`src/hw/rtl/aclk_pkg.sv`:
```
`timescale 1ns / 1ps

package aclk_pkg;

    // Field widths
    localparam int HOURS_W   = 5;
    localparam int MINSEC_W  = 6;
    localparam int TICK_W    = 16;
    localparam int KEY_W     = 4;
    localparam int ENTRY_W   = 7;
    localparam int MODE_W    = 2;
    localparam int FIELD_W   = 2;

    // Limits and reset values
    localparam logic [HOURS_W-1:0]  HOUR_LIMIT   = 5'd23;
    localparam logic [MINSEC_W-1:0] MINSEC_LIMIT = 6'd59;
    localparam logic [TICK_W-1:0]   TPS_RESET    = 16'd600;
    localparam logic [ENTRY_W-1:0]  DECIMAL_BASE = 7'd10;
    localparam logic [KEY_W-1:0]    LAST_DIGIT   = 4'd9;

    // Event kinds
    localparam logic CMD_TICK = 1'b0;
    localparam logic CMD_KEY  = 1'b1;

    // Key codes
    localparam logic [KEY_W-1:0] KEY_EDIT_TIME  = 4'd10;
    localparam logic [KEY_W-1:0] KEY_SET_ALARM  = 4'd11;
    localparam logic [KEY_W-1:0] KEY_STOP_ALARM = 4'd12;

    // Edit mode codes as seen on the edit_mode output
    localparam logic [MODE_W-1:0] EDIT_IDLE  = 2'd0;
    localparam logic [MODE_W-1:0] EDIT_CLOCK = 2'd1;
    localparam logic [MODE_W-1:0] EDIT_ALARM = 2'd2;

    // Field codes as seen on the edit_field output
    localparam logic [FIELD_W-1:0] FIELD_HOURS   = 2'd0;
    localparam logic [FIELD_W-1:0] FIELD_MINUTES = 2'd1;
    localparam logic [FIELD_W-1:0] FIELD_SECONDS = 2'd2;

    // Digit phase codes
    localparam logic DIGIT_TENS  = 1'b0;
    localparam logic DIGIT_UNITS = 1'b1;

    typedef struct packed {
        logic [HOURS_W-1:0]  hours;
        logic [MINSEC_W-1:0] minutes;
        logic [MINSEC_W-1:0] seconds;
    } time_t;

    // Upper limit of a time field, widened to the entry width
    function automatic logic [ENTRY_W-1:0] field_limit(input logic [FIELD_W-1:0] f);
        field_limit = (f == FIELD_HOURS) ? ENTRY_W'(HOUR_LIMIT) : ENTRY_W'(MINSEC_LIMIT);
    endfunction

endpackage

```
`src/hw/rtl/alarm_clock_with_keypad_entry.sv`:
```
`timescale 1ns / 1ps
// Channel  Handshake                 Payload
// in       in_valid / in_stall       cmd, key_code
// out      out_valid / out_stall     hours, minutes, seconds, alarm_active, speaker,
//                                    edit_mode, edit_field, edit_digit, entry_value
// cfg      cfg_valid / cfg_ready     cfg_data (ticks_per_second)
//
// Each event passes through the input register, then through the clock and entry
// logic into the result register.
// One event is accepted per cycle while in_stall is low; the clock state updates
// as the event leaves the input register, so the next event sees it at once.
// Reset (rst_n low) clears the clock to 00:00:00, sets the alarm to 23:59:59
// and the rate to 600 ticks per second. A stall on out holds the result and
// backs up into in_stall only when the input register is also full.

module alarm_clock_with_keypad_entry (
    input  logic                                  clk,
    input  logic                                  rst_n,
    // configuration
    input  logic                                  cfg_valid,
    output logic                                  cfg_ready,
    input  logic [aclk_pkg::TICK_W-1:0]           cfg_data,
    // event input
    input  logic                                  in_valid,
    output logic                                  in_stall,
    input  logic                                  cmd,
    input  logic [aclk_pkg::KEY_W-1:0]            key_code,
    // result output
    output logic                                  out_valid,
    input  logic                                  out_stall,
    output logic [aclk_pkg::HOURS_W-1:0]          hours,
    output logic [aclk_pkg::MINSEC_W-1:0]         minutes,
    output logic [aclk_pkg::MINSEC_W-1:0]         seconds,
    output logic                                  alarm_active,
    output logic                                  speaker,
    output logic [aclk_pkg::MODE_W-1:0]           edit_mode,
    output logic [aclk_pkg::FIELD_W-1:0]          edit_field,
    output logic                                  edit_digit,
    output logic [aclk_pkg::ENTRY_W-1:0]          entry_value
);

    typedef enum logic [aclk_pkg::MODE_W-1:0] {
        MODE_IDLE  = aclk_pkg::EDIT_IDLE,
        MODE_CLOCK = aclk_pkg::EDIT_CLOCK,
        MODE_ALARM = aclk_pkg::EDIT_ALARM
    } mode_t;

    // Configuration
    logic [aclk_pkg::TICK_W-1:0]  tps_reg;

    // Input register
    logic                         s1_valid_reg;
    logic                         s1_cmd_reg;
    logic [aclk_pkg::KEY_W-1:0]   s1_key_reg;

    // Clock state
    aclk_pkg::time_t              clock_reg, clock_next;
    aclk_pkg::time_t              alarm_reg, alarm_next;
    logic [aclk_pkg::TICK_W-1:0]  tick_reg, tick_next;
    logic                         latch_reg, latch_next;
    logic                         spk_reg, spk_next;
    mode_t                        mode_reg, mode_next;
    logic [aclk_pkg::FIELD_W-1:0] field_reg, field_next;
    logic                         digit_reg, digit_next;
    logic [aclk_pkg::KEY_W-1:0]   partial_reg, partial_next;

    // Result register
    logic                         out_valid_reg;
    aclk_pkg::time_t              res_time_reg;
    logic                         res_latch_reg;
    logic                         res_spk_reg;
    logic [aclk_pkg::MODE_W-1:0]  res_mode_reg;
    logic [aclk_pkg::FIELD_W-1:0] res_field_reg;
    logic                         res_digit_reg;
    logic [aclk_pkg::ENTRY_W-1:0] res_value_reg;

    logic                         advance;
    logic                         in_accept;
    logic                         do_step;

    // Handshake
    assign advance   = !out_valid_reg || !out_stall;
    assign in_stall  = s1_valid_reg && !advance;
    assign in_accept = in_valid && !in_stall;
    assign do_step   = s1_valid_reg && advance;
    assign cfg_ready = 1'b1;

    // Capture configuration writes
    always_ff @(posedge clk or negedge rst_n)
    begin
        if (!rst_n)
        begin
            tps_reg <= aclk_pkg::TPS_RESET;
        end
        else if (cfg_valid && cfg_ready)
        begin
            tps_reg <= cfg_data;
        end
    end

    // Hold the accepted event in the input register
    always_ff @(posedge clk or negedge rst_n)
    begin
        if (!rst_n)
        begin
            s1_valid_reg <= 1'b0;
        end
        else if (in_accept)
        begin
            s1_valid_reg <= 1'b1;
        end
        else if (advance)
        begin
            s1_valid_reg <= 1'b0;
        end
    end

    always_ff @(posedge clk)
    begin
        if (in_accept)
        begin
            s1_cmd_reg <= cmd;
            s1_key_reg <= key_code;
        end
    end

    // Next clock state for the event in the input register
    always_comb
    begin
        aclk_pkg::time_t              tgt;
        logic [aclk_pkg::TICK_W-1:0]  tick_inc;
        logic [aclk_pkg::ENTRY_W-1:0] sum;
        logic [aclk_pkg::FIELD_W-1:0] f;

        clock_next   = clock_reg;
        alarm_next   = alarm_reg;
        tick_next    = tick_reg;
        latch_next   = latch_reg;
        spk_next     = spk_reg;
        mode_next    = mode_reg;
        field_next   = field_reg;
        digit_next   = digit_reg;
        partial_next = partial_reg;
        tgt          = (mode_reg == MODE_CLOCK) ? clock_reg : alarm_reg;
        tick_inc     = tick_reg + 1'b1;
        sum          = aclk_pkg::ENTRY_W'(partial_reg) * aclk_pkg::DECIMAL_BASE
                       + aclk_pkg::ENTRY_W'(s1_key_reg);
        f            = (field_reg > aclk_pkg::FIELD_SECONDS) ? aclk_pkg::FIELD_SECONDS
                                                             : field_reg;

        if (s1_cmd_reg == aclk_pkg::CMD_TICK)
        begin
            // Count ticks and advance one second; clock entry holds the clock; a latched alarm toggles the speaker
            if (mode_reg != MODE_CLOCK)
            begin
                if (tick_inc >= tps_reg)
                begin
                    tick_next = '0;
                    if (clock_reg.seconds != aclk_pkg::MINSEC_LIMIT)
                    begin
                        clock_next.seconds = clock_reg.seconds + 1'b1;
                    end
                    else
                    begin
                        clock_next.seconds = '0;
                        if (clock_reg.minutes != aclk_pkg::MINSEC_LIMIT)
                        begin
                            clock_next.minutes = clock_reg.minutes + 1'b1;
                        end
                        else
                        begin
                            clock_next.minutes = '0;
                            if (clock_reg.hours != aclk_pkg::HOUR_LIMIT)
                            begin
                                clock_next.hours = clock_reg.hours + 1'b1;
                            end
                            else
                            begin
                                clock_next.hours = '0;
                            end
                        end
                    end
                end
                else
                begin
                    tick_next = tick_inc;
                end
            end
            if (latch_reg)
            begin
                spk_next = !spk_reg;
            end
        end
        else if (mode_reg != MODE_IDLE)
        begin
            // Digit entry; other keys are dropped while editing
            if (s1_key_reg <= aclk_pkg::LAST_DIGIT)
            begin
                if (digit_reg == aclk_pkg::DIGIT_TENS)
                begin
                    partial_next = s1_key_reg;
                    digit_next   = aclk_pkg::DIGIT_UNITS;
                    case (f)
                        aclk_pkg::FIELD_HOURS:   tgt.hours   = aclk_pkg::HOURS_W'(s1_key_reg);
                        aclk_pkg::FIELD_MINUTES: tgt.minutes = aclk_pkg::MINSEC_W'(s1_key_reg);
                        default:                 tgt.seconds = aclk_pkg::MINSEC_W'(s1_key_reg);
                    endcase
                end
                else
                begin
                    digit_next   = aclk_pkg::DIGIT_TENS;
                    partial_next = '0;
                    if (sum > aclk_pkg::field_limit(f))
                    begin
                        // Out of range: clear the field and enter it again
                        case (f)
                            aclk_pkg::FIELD_HOURS:   tgt.hours   = '0;
                            aclk_pkg::FIELD_MINUTES: tgt.minutes = '0;
                            default:                 tgt.seconds = '0;
                        endcase
                    end
                    else
                    begin
                        case (f)
                            aclk_pkg::FIELD_HOURS:   tgt.hours   = aclk_pkg::HOURS_W'(sum);
                            aclk_pkg::FIELD_MINUTES: tgt.minutes = aclk_pkg::MINSEC_W'(sum);
                            default:                 tgt.seconds = aclk_pkg::MINSEC_W'(sum);
                        endcase
                        if (f == aclk_pkg::FIELD_SECONDS)
                        begin
                            if (mode_reg == MODE_CLOCK)
                            begin
                                tick_next = '0;
                            end
                            mode_next  = MODE_IDLE;
                            field_next = aclk_pkg::FIELD_HOURS;
                        end
                        else
                        begin
                            field_next = f + 1'b1;
                        end
                    end
                end
                if (mode_reg == MODE_CLOCK)
                begin
                    clock_next = tgt;
                end
                else
                begin
                    alarm_next = tgt;
                end
            end
        end
        else
        begin
            // Idle keys: start entry or stop the alarm
            case (s1_key_reg)
                aclk_pkg::KEY_EDIT_TIME,
                aclk_pkg::KEY_SET_ALARM:
                begin
                    mode_next    = (s1_key_reg == aclk_pkg::KEY_EDIT_TIME) ? MODE_CLOCK
                                                                           : MODE_ALARM;
                    field_next   = aclk_pkg::FIELD_HOURS;
                    digit_next   = aclk_pkg::DIGIT_TENS;
                    partial_next = '0;
                end
                aclk_pkg::KEY_STOP_ALARM:
                begin
                    latch_next = 1'b0;
                    spk_next   = 1'b0;
                end
                default:
                begin
                end
            endcase
        end

        // Latch the alarm on a time match while not editing
        if (mode_next == MODE_IDLE && clock_next == alarm_next)
        begin
            latch_next = 1'b1;
        end
    end

    // Update the clock state as the event moves to the result register
    always_ff @(posedge clk or negedge rst_n)
    begin
        if (!rst_n)
        begin
            clock_reg   <= '0;
            alarm_reg   <= '{hours:   aclk_pkg::HOUR_LIMIT,
                             minutes: aclk_pkg::MINSEC_LIMIT,
                             seconds: aclk_pkg::MINSEC_LIMIT};
            tick_reg    <= '0;
            latch_reg   <= 1'b0;
            spk_reg     <= 1'b0;
            mode_reg    <= MODE_IDLE;
            field_reg   <= aclk_pkg::FIELD_HOURS;
            digit_reg   <= aclk_pkg::DIGIT_TENS;
            partial_reg <= '0;
        end
        else if (do_step)
        begin
            clock_reg   <= clock_next;
            alarm_reg   <= alarm_next;
            tick_reg    <= tick_next;
            latch_reg   <= latch_next;
            spk_reg     <= spk_next;
            mode_reg    <= mode_next;
            field_reg   <= field_next;
            digit_reg   <= digit_next;
            partial_reg <= partial_next;
        end
    end

    // Result register
    always_ff @(posedge clk or negedge rst_n)
    begin
        if (!rst_n)
        begin
            out_valid_reg <= 1'b0;
        end
        else if (advance)
        begin
            out_valid_reg <= s1_valid_reg;
        end
    end

    always_ff @(posedge clk)
    begin
        if (do_step)
        begin
            res_time_reg  <= clock_next;
            res_latch_reg <= latch_next;
            res_spk_reg   <= spk_next;
            res_mode_reg  <= mode_next;
            if (mode_next != MODE_IDLE)
            begin
                res_field_reg <= field_next;
                res_digit_reg <= digit_next;
                res_value_reg <= aclk_pkg::ENTRY_W'(partial_next);
            end
            else
            begin
                res_field_reg <= aclk_pkg::FIELD_HOURS;
                res_digit_reg <= aclk_pkg::DIGIT_TENS;
                res_value_reg <= '0;
            end
        end
    end

    // Drive the result ports
    assign out_valid    = out_valid_reg;
    assign hours        = res_time_reg.hours;
    assign minutes      = res_time_reg.minutes;
    assign seconds      = res_time_reg.seconds;
    assign alarm_active = res_latch_reg;
    assign speaker      = res_spk_reg;
    assign edit_mode    = res_mode_reg;
    assign edit_field   = res_field_reg;
    assign edit_digit   = res_digit_reg;
    assign entry_value  = res_value_reg;

endmodule

```
`config.mk`:
```
export PLATFORM = sky130hd
export DESIGN_NAME = alarm_clock_with_keypad_entry
export DESIGN_NICKNAME = d
export VERILOG_FILES = /design/src/hw/rtl/aclk_pkg.sv /design/src/hw/rtl/alarm_clock_with_keypad_entry.sv
export SDC_FILE = /design/constraint.sdc
export NUM_CORES = 1
export LEC_CHECK = 0
export ABC_AREA = 0
export ABC_CLOCK_PERIOD_IN_PS = 7200
export BUFFER_PORTS_ARGS = -buffer_cell sky130_fd_sc_hd__buf_2
export CORE_MARGIN = 2
export CORE_UTILIZATION = 35
export DETAILED_ROUTE_END_ITERATION = 8
export MAX_ROUTING_LAYER = met4
export RECOVER_POWER = 25
export SYNTH_ARGS = -nofsm -noshare
export SYNTH_HDL_FRONTEND = slang
export SYNTH_SLANG_ARGS = --single-unit
```
`constraint.sdc`:
```
create_clock -name clk -period 7.2 [get_ports clk]
set_input_delay 0 -clock clk [delete_from_list [all_inputs] [get_ports clk]]
set_output_delay 0 -clock clk [all_outputs]
set_load 0.02 [all_outputs]
```
== Word level (Yosys, flattened, before mapping) ==
Cells that the tools add are included.
Storage, ports and cells
  flip-flop bits (word level): 115
  bits of input ports: 26
  output and inout bits: 34
  logic and storage cells: 148
Operators by class
  add/subtract/negate cells: 6
  multiply operators: 1
  magnitude comparators: 4
  equality and inequality tests: 17
  muxes and demuxes: 73
  reductions and logical operators: 19
Operators with widths (count)
  $mux W17: 13
  $mux W16: 9
  $mux W6: 9
  $mux W2: 16
  $mux W5: 5
  $mux W4: 5
  $eq A17 B17 Y1: 1
  $add A16 B1 Y16 const B: 1
  $ge A16 B16 Y1: 1
  $mux W1: 15
  $add A6 B1 Y6 const B: 2
  $eq A4 B4 Y1 const B: 3
  $ne A2 B1 Y1 const B: 6
  $ne A6 B6 Y1 const B: 2
  $mux W11: 1
  $reduce_and A8 Y1: 1
  $reduce_bool A2 Y1: 4
  $add A7 B4 Y7: 1
  $gt A7 B6 Y1: 1
  $mul A4 B3 Y6 const B: 1
  $add A5 B1 Y5 const B: 1
  $logic_not A1 Y1: 5
  $ne A5 B5 Y1 const B: 1
  $eq A2 B1 Y1 const B: 2
  9 further kinds: 14

== Longest topological paths before layout ==
Gate-level depths: netlist of run 1.
  depth in word-level cells: 14
  depth in mapped cells: 20
  depth with buffers taken out: 18

== Least setup slack after synthesis of run 1 ==
OpenSTA, ideal clock, no wires.
  path kind: register to register
  from: register partial_reg[1] (netlist name)
  to: register res_latch_reg, in the netlist alarm_active, data pin
  setup time: 0.145 ns
  arrival: 4.198 ns
  data required time: 7.055 ns
  path slack: 2.857 ns
  stages on the path, launching flop included: 18
  path buffers: 1
  clock period less this slack: 4.343 ns
  path through: dfrtp_1 > ha_1 > ha_1 > fa_1 > xnor2_1 > ha_1 > and4_2 > and3_4 > a22oi_2 > and2_1 > buf_6 > a21oi_4 > o31a_4 > and3_1 > a2111o_1 > nor4_1 > nand4_1 > o21ai_1
Between the ends
  word-level cells in the longest chain between the ends: 12
  elaborated cells on any way between the ends: 25
  classes of those cells: add/sub: 1; mul: 1; order compare: 1; eq/ne: 1; mux: 19; reduce/logical: 2
RTL lines
  start, declared: RTL line alarm_clock_with_keypad_entry.sv:65  | logic [aclk_pkg::KEY_W-1:0] partial_reg, partial_next;
  start signal, assigned: RTL line alarm_clock_with_keypad_entry.sv:312  | partial_reg <= partial_next;
  $mul A4 B3 Y6 *: RTL line alarm_clock_with_keypad_entry.sv:146  | sum = aclk_pkg::ENTRY_W'(partial_reg) * aclk_pkg::DECIMAL_BASE
  $add A7 B4 Y7 *: RTL line alarm_clock_with_keypad_entry.sv:147  | + aclk_pkg::ENTRY_W'(s1_key_reg);
  $gt A7 B6 Y1 (tied with other cells): RTL line alarm_clock_with_keypad_entry.sv:213  | if (sum > aclk_pkg::field_limit(f))
  $mux W17: RTL line alarm_clock_with_keypad_entry.sv:213
  $mux W17: RTL line alarm_clock_with_keypad_entry.sv:199  | if (digit_reg == aclk_pkg::DIGIT_TENS)
  $mux W17: RTL line alarm_clock_with_keypad_entry.sv:244  | if (mode_reg == MODE_CLOCK)
  $mux W17: RTL line alarm_clock_with_keypad_entry.sv:197  | if (s1_key_reg <= aclk_pkg::LAST_DIGIT)
  $mux W17: RTL line alarm_clock_with_keypad_entry.sv:194  | else if (mode_reg != MODE_IDLE)
  $mux W17: RTL line alarm_clock_with_keypad_entry.sv:151  | if (s1_cmd_reg == aclk_pkg::CMD_TICK)
  $eq A17 B17 Y1: RTL line alarm_clock_with_keypad_entry.sv:279  | if (mode_next == MODE_IDLE && clock_next == alarm_next)
  $logic_and A1 B1 Y1 *: RTL line alarm_clock_with_keypad_entry.sv:279
  $mux W1 *: RTL line alarm_clock_with_keypad_entry.sv:279
  named net latch_next: RTL line alarm_clock_with_keypad_entry.sv:60  | logic latch_reg, latch_next;
  end signal, assigned: RTL line alarm_clock_with_keypad_entry.sv:334  | res_latch_reg <= latch_next;
  end, declared: RTL line alarm_clock_with_keypad_entry.sv:70  | logic res_latch_reg;
Mark *: on every way through the listed nets, which the timed path passes. The rest lies on a longest branch.
A chain may end at the register's enable or synchronous reset.

== Worst setup path after layout of run 1 ==
  from: register partial_reg[1] (netlist name)
  to: register latch_reg
Between the ends
  word-level cells in the longest chain between the ends: 12
  elaborated cells on any way between the ends: 25
  classes of those cells: add/sub: 1; mul: 1; order compare: 1; eq/ne: 1; mux: 19; reduce/logical: 2
RTL lines
  $mul A4 B3 Y6 *: RTL line alarm_clock_with_keypad_entry.sv:146
  $add A7 B4 Y7 *: RTL line alarm_clock_with_keypad_entry.sv:147
  $gt A7 B6 Y1 (tied with other cells): RTL line alarm_clock_with_keypad_entry.sv:213
  $mux W17: RTL line alarm_clock_with_keypad_entry.sv:213
  $mux W17: RTL line alarm_clock_with_keypad_entry.sv:199
  $mux W17: RTL line alarm_clock_with_keypad_entry.sv:244
  $mux W17: RTL line alarm_clock_with_keypad_entry.sv:197
  $mux W17: RTL line alarm_clock_with_keypad_entry.sv:194
  $mux W17: RTL line alarm_clock_with_keypad_entry.sv:151
  $eq A17 B17 Y1: RTL line alarm_clock_with_keypad_entry.sv:279
  $logic_and A1 B1 Y1 *: RTL line alarm_clock_with_keypad_entry.sv:279
  $mux W1 *: RTL line alarm_clock_with_keypad_entry.sv:279
  end signal, assigned: RTL line alarm_clock_with_keypad_entry.sv:307  | latch_reg <= latch_next;
  end, declared: RTL line alarm_clock_with_keypad_entry.sv:60
Every way passes the cells marked *; elsewhere a longest branch is shown, timed or not.

==> results of run 1 <==
## Yosys cell counts (all sizes together) (10+ instances only)
cell    number
a21oi       33
a22o        16
a31oi       11
and3        21
buf         15
clkbuf      24
dfrtp       61
dfstp       18
edfxtp      33
ha          30
inv         29
mux2        14
mux2i       14
nand2      137
nand3       28
nor2        57
nor3        18
o21ai       79
xnor2       16
xor2        10
## per-stage QoR
| stage | total power [W] | worst slack [ps] | util | hold WS (ps) |
|---|---|---|---|---|
| floorplan | 0.00189 | 2860 | - | -296 |
| global placement | 0.00225 | 2380 | 0.381 | -122 |
| detailed placement | 0.00226 | 2170 | 0.381 | -121 |
| CTS | 0.00279 | 2140 | 0.408 | 20.7 |
| global route | 0.00296 | 1780 | 0.406 | 80.9 |
| finish | 0.00278 | 2090 | 0.406 | 39.5 |
## worst min-delay path by stage
stage | depth (start not counted) | endpoint | slack (ps) | startpoint
2_1_floorplan | 0 | alarm_reg[15] | -300 | rst_n
3_3_place_gp | 1 | tps_reg[8] | -120 | rst_n
3_5_place_dp | 1 | tps_reg[8] | -120 | rst_n
4_1_cts | 2 | tps_reg[8] | 20 | rst_n
5_1_grt | 3 | tps_reg[3] | 80 | cfg_valid
6_report | 3 | tps_reg[3] | 40 | cfg_valid
## area by class of cell
cell class              count  area, µm²  area share
clock inverters             6       63.8     0.00777
well taps                 270        338      0.0411
flip-flops and latches    112       2990       0.364
inverters                  31        116      0.0142
repair buffers             92        584      0.0711
multi-input cells         614       3890       0.474
clock buffers              10        229      0.0279
## worst register-to-register path, delay by kind of cell, from the launching register on
kind	cells	cell delay (ps)
xor gates and xnor gates	2	340
AOI/OAI and AO/OA	5	1910
adders and majority gates	4	1330
DFF	1	450
and+or+nand+nor	5	980
## power by group
group / internal, W / switching, W
Clock: 0.000245 / 0.000262
Combinational: 0.000477 / 0.000805
Sequential: 0.000830 / 0.000164
## what timing repair did
item,in CTS,in global routing
endpoints found under the hold margin,40,0
hold buffers,25,0
endpoints found under the setup margin,0,0
## routing by layer
metal	wire length (µm)	track usage	up-vias
li1	-	-	3005
met2	8940	0.283	213
met4	341	0.0587	0
met1	9530	0.273	2942
met5	0	-	-
met3	1310	0.0349	23
## cells by family (layout without fill, tap and decap cells)
group                    count (synthesis)  in the layout
flip-flops                             112            112
other                                    2              4
adder cells (fa/ha/maj)                 32             32
multiplexers                            28             28
XOR/XNOR                                26             26
AND/OR/NAND/NOR                        306            306
buffers and inverters                   71            139
AO/OA/AOI/OAI                          218            218
==> summary.txt, run 1 <==
STA
  – Slew @ Worst Pin: 904 ps
  – Final Max Tran Viols: 0
  – Worst Skew: 19.8 ps
  – Final setup fails: 0
  – Fin. Hold Viols: 0
  – Setup TNS Final: 0 ps
  – Final min period: 5110 ps
  – FMAX: 196 MHz
  – RSZ-0062 raised after global routing: no
  – Part of the cycle the worst path needs: 0.710
  – Rel. slew slack: 0.398

Pwr
  – Maximum VDD drop: 0.000159 V
  – Pwr/cell area: 339 nW/µm²
  – Leak: 3.51 nW

Worst setup path
  – Worst endpoint required time: 7480 ps
  – Crit-path cells: ha_1 > ha_1 > fa_1 > xnor2_1 > ha_1 > and4_2 > and3_4 > nand2_1 > and2_1 > a21oi_2 > a21oi_1 > a311o_1 > xnor2_1 > a2111oi_0 > nand4_1 > o31ai_2
  – Delay-heaviest family, CP: compound AO/OA/AOI/OAI gates
  – Crit path arrival time: 5390 ps
  – Critical path's slowest cell: fa_1
  – Crit-path most repeated cell: ha_1
  – Flop2flop setup slack: 2090 ps
  – R2R Path Start: partial_reg[1]
  – Crit path launch: partial_reg[1]
  – CP startpoint kind: register
  – Critical path depth: 16
  – R2R Path End: latch_reg
  – CP endpoint kind: register
  – Buffer and inverter count on the worst path: 0
  – Critical-path maximum fanout: 9
  – CP Class: register to register
  – Reg2Reg Depth: 16
  – CP Capture Point: latch_reg
  – Worst stage delay on the critical path: 490 ps

GRT
  – Initial antenna violation count: 0
  – Global-route wire length before repair: 32.2 mm
  – Total track usage: 0.193
  – Number of global-route vias before repair: 5850
  – Largest net degree at the start of global routing: 63
  – Grt ovf: 0

Place
  – Placed Instances: 1094
  – Hpwl dp: 14.2 mm
  – I/O Buffers: 55
  – Placed inst area: 7710 µm²
  – GPL Wtd Cong: 0.912

Yosys
  – Mapped Cells: 795
  – Top cells by area, synth: dfrtp_1 (21%), edfxtp_1 (14%), nand2_1 (7.0%)
  – Synthesized flop and latch total: 112
  – Syn_area_per_cell: 9.07 µm²
  – Mux share of post-synthesis cell area: 0.0413
  – Ys Warns: 0
  – Sequential-to-total area share from yosys stat: 0.415
  – Post-synth EDFFs: 33
  – Share of Yosys cell area claimed by the top area cell type: 0.212
  – Xor/xnor cell area share of the yosys netlist: 0.0326
  – Adder-Cell Fraction of Synth Area: 0.0576
  – Synth Area in Simple Gates: 0.197
  – Leading area contributor after synthesis: dfrtp_1
  – Ys async rst share: 0.705
  – Yosys cell types: 90
  – Complex-gate fraction of the synthesized area: 0.209
  – Largest family of logic cells by synthesized area: compound AO/OA/AOI/OAI gates
  – Netlist Area Pre-Place: 7210 µm²
  – Main synth FF type: dfrtp_1

Finish
  – Final std cells w/o fill: 1135
  – Fin nets: 918
  – Final instance area: 8220 µm²
  – Syn-to-layout area delta: 13.9%
  – Most common cell after layout, fill and taps aside: nand2_1
  – # diodes: 0
  – Most frequent cells in the layout: nand2_1 (135), o21ai_0 (75), dfrtp_1 (61)
  – Layout cells sized above 1: 0.143
  – Fillers: 2036

Floorplanning
  – Initial Utilization: 0.356
  – Core Rows: 52
  – DIE AREA: 21800 µm²
  – I/O pins: 60
  – Core area: 20200 µm²
  – Die Height: 148 µm
  – Die Wd: 148 µm

Clock network
  – H-tree depth: 3
  – CTS Buffer Depth: 2
  – Clk Latency, worst-skew pair: 370 ps
  – Post-CTS Setup Bufs: 0
  – PostCTS Resize Cnt: 0
  – # clock sinks: 112
  – CTS buffer count: 9
  – CTS root buffer: clkbuf_16
  – CTS tree: done
  – Clk slew on worst S/H paths: 90 ps

Drt
  – Routed via count: 6183
  – Post-route ant nets: 0
  – Final wirelength: 20.1 mm
  – # DRC: 0
  – Vias per inst: 5.45
  – First-iteration detailed-routing DRC count: 491
  – Routed WL per cell: 17.7 µm
  – Drt first pass iters: 5

Run
  – Max-Cap Viols: 0

Status
  – Outcome: completed

Min path
  – Min-Delay Path Class: input port to register
No activity file was read; power rests on OpenSTA's default activity.
==> run 2: changes to the inputs <==
--- a/config.mk
+++ b/config.mk
@@ -5,8 +5,8 @@
 export SDC_FILE = /design/constraint.sdc
 export NUM_CORES = 1
 export LEC_CHECK = 0
-export ABC_AREA = 0
-export ABC_CLOCK_PERIOD_IN_PS = 7200
+export ABC_AREA = 1
+export ABC_CLOCK_PERIOD_IN_PS = 4200
 export BUFFER_PORTS_ARGS = -buffer_cell sky130_fd_sc_hd__buf_2
 export CORE_MARGIN = 2
 export CORE_UTILIZATION = 35
==> constraint.sdc (replaced) <==
create_clock -name clk -period 4.2 [get_ports clk]
set_input_delay 0 -clock clk [delete_from_list [all_inputs] [get_ports clk]]
set_output_delay 0 -clock clk [all_outputs]
set_load 0.02 [all_outputs]
==> run 2 against run 1 <==
The flow now finishes with violations (max-capacitance violations, max-slew violations). Global-route usage shrank 0.80 points. Sequential share of layout area decreased by 2.6 points. Die area is 3.5% higher. Register-to-register slack got worse by 1800 ps. Design area rose by 7.6%. Flip-flop and latch count stayed put. Core utilization increased by 1.4 points. Critical path type unchanged.
==> summary.txt, run 2 <==
Yosys
  – Top-count cell post-synth: nand2_1
  – Sequential-to-total area share from yosys stat: 0.400 (-0.0145)
  – Ys async rst share: 0.705 (unchanged)
  – Leading area contributor after synthesis: dfrtp_1
  – Netlist Area Pre-Place: 7470 µm² (+3.6%)
  – Yosys cell types: 52 (-42%)
  – Ys Warns: 0 (unchanged)
  – Synth cell count leaders: nand2_1 (283), inv_1 (128), o21ai_0 (96)
  – Main synth FF type: dfrtp_1
  – Synthesized flop and latch total: 112 (unchanged)
  – Mapped Cells: 1012 (+27%)
  – Share of Yosys cell area claimed by the top area cell type: 0.204 (-0.00741)
  – Post-synth EDFFs: 33 (unchanged)
  – Top cells by area, synth: dfrtp_1 (20%), nand2_1 (14%), edfxtp_1 (13%)
  – Syn_area_per_cell: 7.38 µm² (-19%)

Floorplanning
  – Core Rows: 53 (+1.9%)
  – Die Wd: 150 µm (+1.7%)
  – Core area: 21000 µm² (+3.9%)
  – DIE AREA: 22500 µm² (+3.5%)
  – I/O pins: 60 (unchanged)
  – Die Height: 150 µm (+1.7%)
  – Initial Utilization: 0.356 (-0.000904)

Worst setup path
  – Delay-heaviest family, CP: simple AND/OR/NAND/NOR gates
  – Reg2Reg Depth: 25 (+9)
  – CP Class: register to register
  – Worst stage delay on the critical path: 510 ps (+20 ps)
  – CP endpoint kind: register
  – Flop2flop setup slack: 240 ps (-1840 ps)
  – Crit path arrival time: 4260 ps (-1130 ps)
  – Critical-path maximum fanout: 17 (+8)
  – CP startpoint kind: register
  – Crit-path most repeated cell: nand2_1
  – R2R Path Start: partial_reg[3]
  – Critical path's slowest cell: fa_1
  – Buffer and inverter count on the worst path: 3 (+3)
  – Worst endpoint required time: 4500 ps (-2980 ps)
  – R2R Path End: latch_reg

Min path
  – Hold path depth: 3 (unchanged)
  – Hold endpoint: tps_reg[3]
  – Beginning of the worst hold path: cfg_valid
  – Min-Delay Path Class: input port to register

Finish
  – Core Util, Final: 0.421 (+0.0145)
  – # diodes: 0 (unchanged)
  – Multi-input gate area: 3870 µm² (-0.71%)
  – Layout cells sized above 1: 0.166 (+0.0227)
  – Final instance area: 8840 µm² (+7.6%)
  – Most common cell after layout, fill and taps aside: nand2_1
  – Final std cells w/o fill: 1383 (+22%)
  – Fin nets: 1161 (+26%)
  – Reg area: 2990 µm² (unchanged)
  – Syn-to-layout area delta: 18.3%
  – Most frequent cells in the layout: nand2_1 (276), inv_1 (127), o21ai_0 (94)
  – Fillers: 2152 (+5.7%)

STA
  – Final setup fails: 0 (unchanged)
  – Final Max Tran Viols: 80 (+80)
  – RSZ-0062 raised after global routing: yes
  – Slew @ Worst Pin: 2080 ps (+1170 ps)
  – FMAX: 253 MHz (+29%)
  – Part of the cycle the worst path needs: 0.942 (+0.231)
  – Fin. Hold Viols: 0 (unchanged)
  – Rel. slew slack: -0.384 (-0.782)
  – Setup TNS Final: 0 ps (unchanged)
  – Final min period: 3960 ps (-1160 ps)
  – Worst Skew: 10.8 ps (-9.03 ps)

Place
  – Placed Instances: 1334 (+22%)
  – GPL Wtd Cong: 0.915 (+0.34%)
  – Hpwl dp: 14.1 mm (-1.0%)
  – I/O Buffers: 55 (unchanged)
  – Placed inst area: 8120 µm² (+5.3%)

Drt
  – Drt first pass iters: 6 (+1)
  – First-iteration detailed-routing DRC count: 532 (+8.4%)
  – # DRC: 0 (unchanged)
  – Post-route ant nets: 0 (unchanged)
  – Final wirelength: 20.0 mm (-0.69%)
  – Routed WL per cell: 14.5 µm (-18%)
  – Routed via count: 6867 (+11%)
  – Vias per inst: 4.97 (-8.9%)

Pwr
  – Switching part of the total: 0.468 (+0.0261)
  – Maximum VDD drop: 0.000236 V (+48%)
  – Share of power burned in registers: 0.320 (-0.037)
  – Pint: 0.00295 W (+90%)
  – Clock share of power: 0.174 (-0.008)
  – Net switching power: 0.00260 W (+110%)
  – Pwr/cell area: 628 nW/µm² (+85%)
  – Leak: 4.19 nW (+19%)
  – Logic pwr share: 0.506 (+0.045)

GRT
  – Number of global-route vias before repair: 6351 (+8.6%)
  – Grt ovf: 0 (unchanged)
  – Largest net degree at the start of global routing: 80 (+27%)
  – Total track usage: 0.185 (-0.00799)
  – Global-route wire length before repair: 32.1 mm (-0.49%)
  – Initial antenna violation count: 0 (unchanged)

Status
  – Failing checks: max-capacitance violations, max-slew violations
  – Outcome: finished with violations

Clock network
  – # clock sinks: 112 (unchanged)
  – CTS tree: done
  – CTS Buffer Depth: 2 (unchanged)
  – H-tree depth: 3 (unchanged)
  – Clk slew on worst S/H paths: 90 ps (about the same)
  – CTS buffer count: 9 (unchanged)
  – CTS root buffer: clkbuf_16
  – Clk Latency, worst-skew pair: 370 ps (about the same)

Run
  – Max-Cap Viols: 1 (+1)
[run 2: area by class of cell]
cell class	count	area share
Clock buffer	9	0.0255
Clock inverter	7	0.0125
Inverter	146	0.0623
Multi-Input combinational cell	719	0.437
Sequential cell	112	0.338
Tap cell	275	0.0389
Timing Repair Buffer	115	0.0852
[run 2: tightest hold or removal path, delay by kind of cell]
family	cells	cell delay [ps]
buf+inv	1	250
simple gates	1	100
compound gates	1	70
[run 2: how the worst max path moves through the flow]
| stage | start | endpoint | slack, ps | cells after the start |
|---|---|---|---|---|
| after CTS | tick_reg[0] | latch_reg | 20 | 31 |
| after global routing | tick_reg[1] | latch_reg | -130 | 29 |
| after global placement | tick_reg[0] | latch_reg | 50 | 31 |
| after floorplan | tick_reg[0] | alarm_active | 400 | 29 |
| final | partial_reg[3] | latch_reg | 240 | 25 |
| after detailed placement | tick_reg[0] | latch_reg | -8 | 31 |
[run 2: kinds of logic (layout without fill, tap and decap cells)]
kind of cell	Yosys count	in the layout	share of synthesized area
buffers and inverters	183	277	0.0994
DFF	112	112	0.400
adders and majority gates	32	32	0.0556
other	2	4	0.00100
AOI/OAI and AO/OA	188	188	0.136
xor gates and xnor gates	14	14	0.0164
and+or+nand+nor	480	480	0.290
muxes	1	1	0.00151
[run 2: what timing repair did]
| item | CTS | global route |
|---|---|---|
| setup endpoints to repair | 2 | 20 |
| endpoints found under the hold margin | 84 | 0 |
| pin swaps | 1 | 5 |
| hold buffers | 24 | 0 |
| resized for setup | 2 | 26 |
| buffers inserted | 0 | 9 |
[run 2: stage by stage]
stage	hold slack [ps]	power [W]	setup WS [ps]
after floorplan	-296	0.00375	398
after global placement	178	0.00444	46.4
after detailed placement	178	0.00447	-8.05
after CTS	43.6	0.00548	16.0
after global routing	75.4	0.00604	-127
final	48.3	0.00555	245
[run 2: power by group through the flow]
stage                     clock network (W)  registers, W  logic [W]
after CTS                          0.000992       0.00177    0.00272
final                              0.000964       0.00178    0.00281
after global routing                0.00104       0.00183    0.00318
after floorplan                           0       0.00177    0.00198
after detailed placement                  0       0.00179    0.00269
after global placement                    0       0.00179    0.00265
[run 2: layer usage]
metal / vias up / track usage / wire [µm]
li1: 3464 / - / -
met1: 3193 / 0.244 / 9360
met2: 178 / 0.294 / 9130
met3: 32 / 0.0297 / 1000
met4: 0 / 0.0594 / 499
met5: - / - / 0
